==> src/design/paeg_pkg.sv <==
// Shared constants and controller/datapath handshake types for the edge generator.
package paeg_pkg;

  localparam int unsigned RandW = 32;
  localparam int unsigned VidW  = 16;
  localparam int unsigned CfgW  = 17;

  localparam logic [CfgW-1:0] VertexCountRst = 17'd1024;
  localparam int unsigned     SeedCount      = 2;

  typedef struct packed {
    logic capture;
    logic mul;
    logic rd;
    logic ld_seed;
    logic ld_small;
    logic ld_edge;
    logic wr_from;
    logic advance;
  } paeg_cmd_t;

  typedef struct packed {
    logic out_free;
    logic two_vtx;
    logic started;
  } paeg_stat_t;

endpackage

==> src/design/paeg_ctrl.sv <==
// Controller: sequences multiply, seed edge, memory read, edge emit, appends and the two-vertex edge.
module paeg_ctrl (
  input  logic                  clk_i,
  input  logic                  rst_ni,
  input  logic                  in_valid_i,
  output logic                  in_ready_o,
  input  paeg_pkg::paeg_stat_t  stat_i,
  output paeg_pkg::paeg_cmd_t   cmd_o
);
  import paeg_pkg::*;

  localparam logic [2:0] StIdle  = 3'd0;
  localparam logic [2:0] StMul   = 3'd1;
  localparam logic [2:0] StSeed  = 3'd2;
  localparam logic [2:0] StRead  = 3'd3;
  localparam logic [2:0] StEdge  = 3'd4;
  localparam logic [2:0] StAdv   = 3'd5;
  localparam logic [2:0] StSmall = 3'd6;

  logic [2:0] state_q, state_d;

  always_comb begin
    state_d    = state_q;
    cmd_o      = '0;
    in_ready_o = 1'b0;
    case (state_q)
      StIdle: begin
        in_ready_o = 1'b1;
        if (in_valid_i) begin
          cmd_o.capture = 1'b1;
          state_d       = StMul;
        end
      end
      StMul: begin
        cmd_o.mul = 1'b1;
        if (stat_i.two_vtx) begin
          state_d = StSmall;
        end else if (stat_i.started) begin
          state_d = StRead;
        end else begin
          state_d = StSeed;
        end
      end
      StSeed: begin
        if (stat_i.out_free) begin
          cmd_o.ld_seed = 1'b1;
          state_d       = StRead;
        end
      end
      StRead: begin
        cmd_o.rd = 1'b1;
        state_d  = StEdge;
      end
      StEdge: begin
        if (stat_i.out_free) begin
          cmd_o.ld_edge = 1'b1;
          cmd_o.wr_from = 1'b1;
          state_d       = StAdv;
        end
      end
      StAdv: begin
        cmd_o.advance = 1'b1;
        state_d       = StIdle;
      end
      StSmall: begin
        if (stat_i.out_free) begin
          cmd_o.ld_small = 1'b1;
          state_d        = StIdle;
        end
      end
      default: begin
        state_d = StIdle;
      end
    endcase
  end

  always_ff @(posedge clk_i or negedge rst_ni) begin
    if (!rst_ni) begin
      state_q <= StIdle;
    end else begin
      state_q <= state_d;
    end
  end

endmodule

==> config.mk <==
export PLATFORM = sky130hd
export DESIGN_NAME = paeg_ctrl
export DESIGN_NICKNAME = d
export VERILOG_FILES = /design/src/design/paeg_pkg.sv /design/src/design/paeg_ctrl.sv
export SDC_FILE = /design/constraint.sdc
export NUM_CORES = 1
export LEC_CHECK = 0
export BUFFER_PORTS_ARGS = -buffer_cell sky130_fd_sc_hd__buf_4
export CAP_MARGIN = 20
export CORE_AREA = 3 3 40 42
export CTS_BUF_LIST = sky130_fd_sc_hd__clkbuf_4
export CTS_CLUSTER_DIAMETER = 120
export DETAILED_ROUTE_END_ITERATION = 10
export DIE_AREA = 0 0 43 45
export GPL_TIMING_DRIVEN = 0
export PLACE_DENSITY = 0.47
export SYNTH_ARGS = -nofsm -noshare
export SYNTH_HDL_FRONTEND = slang
export SYNTH_SLANG_ARGS = --single-unit
export TNS_END_PERCENT = 100
==> constraint.sdc <==
create_clock -name clk_i -period 1.52 [get_ports clk_i]
set_clock_uncertainty 0.05 [all_clocks]
set_input_delay 0.304 -clock clk_i [delete_from_list [all_inputs] [get_ports clk_i]]
set_output_delay 0.304 -clock clk_i [all_outputs]
set_load 0.05 [all_outputs]
==> results of run 1 <==
==> what timing repair did <==
action,4_1_cts,5_1_grt
pin swaps,3,2
buffers inserted,4,0
endpoints found under the setup margin,8,9
gates resized for setup,11,3
hold endpoints to repair,3,0
hold buffers,1,0
==> worst max path at each step <==
stage               end
2_1_floorplan  cmd_o[7]
3_3_place_gp   cmd_o[2]
3_5_place_dp   cmd_o[2]
4_1_cts        cmd_o[2]
5_1_grt        cmd_o[2]
6_report       cmd_o[2]
==> placed cells by master, fill, tap and decap left out <==
cell / count
o21ai_1: 1
o2bb2ai_1: 1
and3_1: 1
nor3b_4: 1
clkbuf_4: 4
a32oi_1: 1
buf_4: 10
mux2_2: 1
nand2_1: 1
buf_8: 3
nor2b_4: 1
and2_4: 1
dfrtp_1: 3
nor2_1: 2
and3b_1: 3
dlygate4sd3_1: 1
nor3_4: 1
buf_6: 9
inv_1: 1
a21oi_1: 1
xnor2_1: 1
and3b_2: 1
o21ai_0: 1
nand2b_1: 1
==> cell type report <==
cell class | count | share of cell area
Buffer | 4 | 0.0851
Clock buffer | 4 | 0.0567
Inverter | 1 | 0.00709
Multi-Input combinational cell | 20 | 0.322
Sequential cell | 3 | 0.142
Tap cell | 15 | 0.0355
Timing Repair Buffer | 19 | 0.352
==> critical path: stages (launching register included) <==
cell	delay [ps]
dfrtp_1	400
buf_4	180
and3b_2	250
buf_8	120
buf_8	140
==> routing by layer <==
layer | routed length [um] | vias up | share of wire | GRT usage
li1 | - | 142 | - | -
met1 | 310 | 131 | 0.42 | 0.104
met2 | 400 | 8 | 0.54 | 0.174
met3 | 34 | 0 | 0.046 | 0.0159
met4 | 0 | 0 | 0 | 0.0723
met5 | 0 | - | 0 | 0
==> through the flow <==
stage / instances / utilization / setup WS (ps) / instance area [sq um] / TNS, ps
floorplan: 28 / - / -176 / 280 / -211
global placement: 57 / 0.315 / 47.7 / 404 / 0
detailed placement: 57 / 0.315 / 44.8 / 404 / 0
CTS: 66 / 0.401 / -126 / 515 / -386
global route: 66 / 0.412 / -197 / 529 / -908
finish: 66 / 0.412 / -156 / 529 / -485
==> power by group through the flow <==
stage          sequential, mW  clock, mW  combinational (mW)
2_1_floorplan           0.144          0               0.581
3_3_place_gp            0.148          0               0.739
3_5_place_dp            0.148          0               0.748
4_1_cts                 0.139      0.161               0.902
5_1_grt                 0.153      0.172                1.00
6_report                0.147      0.154               0.939
==> cell usage after synthesis <==
cell type	n
a21oi_1	1
a32oi_1	1
and2_1	1
and3_1	1
and3b_1	4
buf_2	1
buf_4	1
buf_6	2
dfrtp_1	3
inv_1	1
mux2_2	1
nand2_1	1
nand2b_1	1
nor2_1	2
nor2b_2	1
nor3_2	1
nor3b_2	1
o21ai_0	1
o21ai_1	1
o2bb2ai_1	1
xnor2_1	1
==> logic make-up (layout without fill, tap and decap cells) <==
kind of cell           after synthesis  after routing  synth area share
XOR/XNOR                             1              1            0.0333
multiplexers                         1              1            0.0429
flip-flops                           3              3             0.286
AO/OA/AOI/OAI                        5              5             0.124
buffers and inverters                5             28             0.148
AND/OR/NAND/NOR                     13             13             0.367
==> results.sh, run 1 <==
export IMPL_tightest_slew_ps=180
export IMPL_cts_buffers=3
export IMPL_gp_congestion=0.687
export IMPL_cts_tree="done"
export IMPL_start_util=0.204
export IMPL_post_drt_wl_per_cell_um=11.3
export IMPL_grt_usage=0.0977
export IMPL_reg_top3="state_q x3"
export IMPL_synth_cells=28
export IMPL_maxSlewHeadroom=0.880
export IMPL_ir_drop_mv=0.745
export IMPL_hold_ws_ps=285
export IMPL_layout_worst_path_cycle_share=1.10
export IMPL_setup_viol=7
export IMPL_fillers=141
export IMPL_pwr_share_seq=0.118
export IMPL_layout_nets=58
export IMPL_ys_warnings_count=0
export IMPL_power_mw=1.24
export IMPL_timing_rr_start="state_q[1]"
export IMPL_cp_start_kind="register"
export IMPL_multi_input_area_sq_um=170
export IMPL_ys_seq_area_frac=0.286
export IMPL_grt_max_degree=11
export IMPL_final_seq_area_sq_um=75.1
export IMPL_synth_top_area_frac=0.286
export IMPL_port_buffer_count=14
export IMPL_p_switching_uw=574
export IMPL_violations="setup timing"
export IMPL_vias=281
export IMPL_syn_nets=34
export IMPL_pin_count=15
export IMPL_syn_area_per_cell_sq_um=9.38
export IMPL_firstDrtPassIters=3
export IMPL_required_ps=1170
export IMPL_hold_violations=0
export IMPL_maxSlewViolCount=0
export IMPL_setup_slack_ps=-156
export IMPL_dieArea_sq_mm=0.00194
export IMPL_dpl_hpwl_um=490
export IMPL_antenna_found_initial=0
export IMPL_fmax_ghz=0.597
export IMPL_synth_seq_cells=3
export IMPL_die_h_um=45
export IMPL_critPathArrivalTime_ps=1320
export IMPL_clock_power_share=0.124
export IMPL_r2r_cells=5
export IMPL_diodes=0
export IMPL_routed_wl_um=746
export IMPL_hp_class="input port to register"
export IMPL_cell_internal_pwr_uw=666
export IMPL_h_tree_depth=1
export IMPL_endpoint_kind="output pin"
export IMPL_syn_to_final_growth_pct=101
export IMPL_synth_area_sq_um=263
export IMPL_cellPowerDensity_mw_per_mm2=2340
export IMPL_hp_start="stat_i[0]"
export IMPL_swShare=0.463
export IMPL_via_per_inst=4.26
export IMPL_cts_root_buf="clkbuf_4"
export IMPL_maxCapViolCount=0
export IMPL_cp_max_fo=10
export IMPL_rows=13
export IMPL_coreArea_sq_mm=0.00128
export IMPL_die_x_um=43
export IMPL_drc=0
export IMPL_rrSetupSlack_ps=320
export IMPL_hold_path_endpoint="state_q[0]"
export IMPL_grt_ovfl_total=0
export IMPL_grt_pass1_vias=333
export IMPL_period_minus_slack_ps=1680
export IMPL_r2r_end="state_q[2]"
export IMPL_clockBufferDepth=2
export IMPL_drtAntennaViolNets=0
export IMPL_holdPathStages=3
export IMPL_drive_above_1_share=0.627
export IMPL_synthTopCellsByArea="dfrtp_1, and3b_1, buf_6"
export IMPL_synth_top_area_cell="dfrtp_1"
export IMPL_comb_power_share=0.757
export IMPL_first_iter_violations=3
export IMPL_largest_register="state_q"
export IMPL_path_class="register to output pin"
export IMPL_largest_register_ff_count=3
export IMPL_cts_sinks=3
export IMPL_clk_pin_slew_worst_paths_ps=40
export IMPL_grt_pass1_wl_mm=1.40
export IMPL_outcome="finished, violations left"
export IMPL_power_leakage_nw=0.268
export IMPL_rsz0062_at_grt="yes"
export IMPL_clk_latency_ps=230
export IMPL_synth_cell_types=21
export IMPL_crit_start="state_q[2]"
Power figures use the tool's default switching activity.
==> run 2: changes to the inputs <==
--- a/config.mk
+++ b/config.mk
@@ -7,3 +7,2 @@
 export LEC_CHECK = 0
-export BUFFER_PORTS_ARGS = -buffer_cell sky130_fd_sc_hd__buf_4
 export CAP_MARGIN = 20
@@ -14,4 +13,5 @@
 export DIE_AREA = 0 0 43 45
+export DONT_BUFFER_PORTS = 1
 export GPL_TIMING_DRIVEN = 0
-export PLACE_DENSITY = 0.47
+export PLACE_DENSITY = 0.38
 export SYNTH_ARGS = -nofsm -noshare
--- a/constraint.sdc
+++ b/constraint.sdc
@@ -4,2 +4,2 @@
 set_output_delay 0.304 -clock clk_i [all_outputs]
-set_load 0.05 [all_outputs]
+set_load 0.01 [all_outputs]
==> run 2 against run 1 <==
Compared with the run above:
- total power fell by 38%
- setup slack improved by 120 ps
- register-to-register slack improved by 30 ps
- the run still ends with setup timing left
- largest power group unchanged
==> results.sh, run 2 (synthesis gave the netlist of run 1 again) <==
export IMPL_outcome="finished, violations left"
export IMPL_violations="setup timing"
export IMPL_fmax_ghz=0.643
export IMPL_port_buffer_count=0
export IMPL_rrSetupSlack_ps=350
export IMPL_endpoint_kind="output pin"
export IMPL_cell_internal_pwr_uw=465
export IMPL_setup_slack_ps=-34.5
export IMPL_path_cells="buf_2 > and3b_2 > buf_6"
export IMPL_cellPowerDensity_mw_per_mm2=2160
export IMPL_setup_viol=2
export IMPL_clockBufferDepth=2
export IMPL_routed_wl_um=618
export IMPL_critPathSlowestCell="dfrtp_1"
export IMPL_final_cell_area_sq_um=355
export IMPL_rsz0062_at_grt="yes"
export IMPL_power_uw=769
export IMPL_clk_latency_ps=240
export IMPL_stdcell_count=50
export IMPL_grt_ovfl_total=0
export IMPL_h_tree_depth=1
export IMPL_rows=13
export IMPL_maxCapViolCount=0
export IMPL_cts_root_buf="clkbuf_4"
export IMPL_hold_path_endpoint="state_q[0]"
export IMPL_via_per_inst=4.54
export IMPL_hold_ws_ps=184
export IMPL_grt_max_degree=11
export IMPL_largest_register_ff_count=3
export IMPL_diodes=0
export IMPL_drc=0
export IMPL_dpl_hpwl_um=448
export IMPL_layout_commonest_cell="clkbuf_4"
export IMPL_drive_above_1_share=0.457
export IMPL_die_h_um=45
export IMPL_drtAntennaViolNets=0
export IMPL_largest_register="state_q"
export IMPL_hold_violations=0
export IMPL_clock_power_share=0.209
export IMPL_period_minus_slack_ps=1550
export IMPL_comb_power_share=0.610
export IMPL_critPathArrivalTime_ps=1200
export IMPL_ir_drop_mv=0.631
export IMPL_p_switching_uw=305
export IMPL_reg_top3="state_q x3"
export IMPL_cp_max_fo=10
export IMPL_grt_pass1_wl_mm=1.01
export IMPL_r2r_cells=4
export IMPL_dieArea_sq_mm=0.00194
export IMPL_die_x_um=43
export IMPL_power_leakage_nw=0.173
export IMPL_cp_slowest_stage_delay_ps=370
export IMPL_hp_start="stat_i[0]"
export IMPL_fin_setup_tns_ps=-41.4
export IMPL_cts_buffers=3
export IMPL_pin_count=15
export IMPL_grt_usage=0.0784
export IMPL_layout_worst_path_cycle_share=1.02
export IMPL_grt_pass1_vias=246
export IMPL_r2r_end="state_q[0]"
export IMPL_hp_class="input port to register"
export IMPL_maxSlewHeadroom=0.797
export IMPL_clk_pin_slew_worst_paths_ps=30
export IMPL_pwr_share_seq=0.181
export IMPL_syn_to_final_growth_pct=35.2
export IMPL_firstDrtPassIters=2
export IMPL_start_util=0.204
export IMPL_gp_congestion=0.710
export IMPL_swShare=0.396
export IMPL_first_iter_violations=2
export IMPL_cts_tree="done"
export IMPL_layout_nets=42
export IMPL_coreArea_sq_mm=0.00128
export IMPL_required_ps=1170
export IMPL_holdPathStages=2
export IMPL_post_drt_wl_per_cell_um=12.4
export IMPL_tightest_slew_ps=303
export IMPL_timing_rr_start="state_q[1]"
export IMPL_vias=227
export IMPL_cts_sinks=3
export IMPL_antenna_found_initial=0
export IMPL_maxSlewViolCount=0
export IMPL_cp_start_kind="register"
export IMPL_dp_cells=43
export IMPL_final_cell_mix="clkbuf_4, buf_6, and3b_1, dfrtp_1"
export IMPL_place_area_sq_um=282
export IMPL_path_class="register to output pin"
run 2: cell count changes in the layout (fill, tap and decap cells not counted), sizes merged:
cell,change
buf,-16
run 2: worst max-delay path by stage:
stage / start / end / slack, ps / cells after the start
floorplan: state_q[2] / cmd_o[7] / 180 / 3
global placement: state_q[2] / cmd_o[7] / 100 / 3
detailed placement: state_q[2] / cmd_o[7] / 100 / 3
CTS: state_q[0] / cmd_o[2] / -40 / 4
global route: state_q[1] / cmd_o[7] / -90 / 3
finish: state_q[2] / cmd_o[2] / -30 / 3
run 2: power groups by stage:
stage / clock network, mW / registers [mW] / logic, mW
3_3_place_gp: 0 / 0.148 / 0.384
6_report: 0.160 / 0.140 / 0.469
3_5_place_dp: 0 / 0.149 / 0.383
2_1_floorplan: 0 / 0.144 / 0.333
5_1_grt: 0.176 / 0.145 / 0.518
4_1_cts: 0.166 / 0.141 / 0.476
run 2: layout make-up:
class                   instances  area (sq um)
clock buffers                   4          30.0
inverters                       1          3.75
plain buffers                   4          38.8
fillers                       134           930
repair buffers                  3          25.0
flip-flops and latches          3          75.1
well taps                      15          18.8
multi-input cells              20           164
run 2: repair_timing:
action,4_1_cts,5_1_grt
hold buffers,1,0
resized for setup,5,0
buffers inserted,2,0
endpoints found under the hold margin,3,0
endpoints found under the setup margin,2,2
pin swaps,1,0
run 2: metal layers:
layer  up-vias  share of wire  global-route usage
met5         -              0                   0
met4         0          0.061               0.108
met3         5          0.086              0.0359
met2        13           0.44               0.102
met1        99           0.41              0.0799
li1        110              -                   -
run 2: metrics by stage:
stage                     utilization  worst slack [ps]
after floorplan                     -               176
after global placement          0.219               102
after detailed placement        0.219              97.2
after CTS                       0.277             -43.0
after global routing            0.277             -87.2
final                           0.277             -34.5
run 2: worst max-delay path, delay by kind of cell, from the launching register on:
family                 cells  cell delay, ps
and+or+nand+nor            1             270
DFF                        1             370
buffers and inverters      2             320
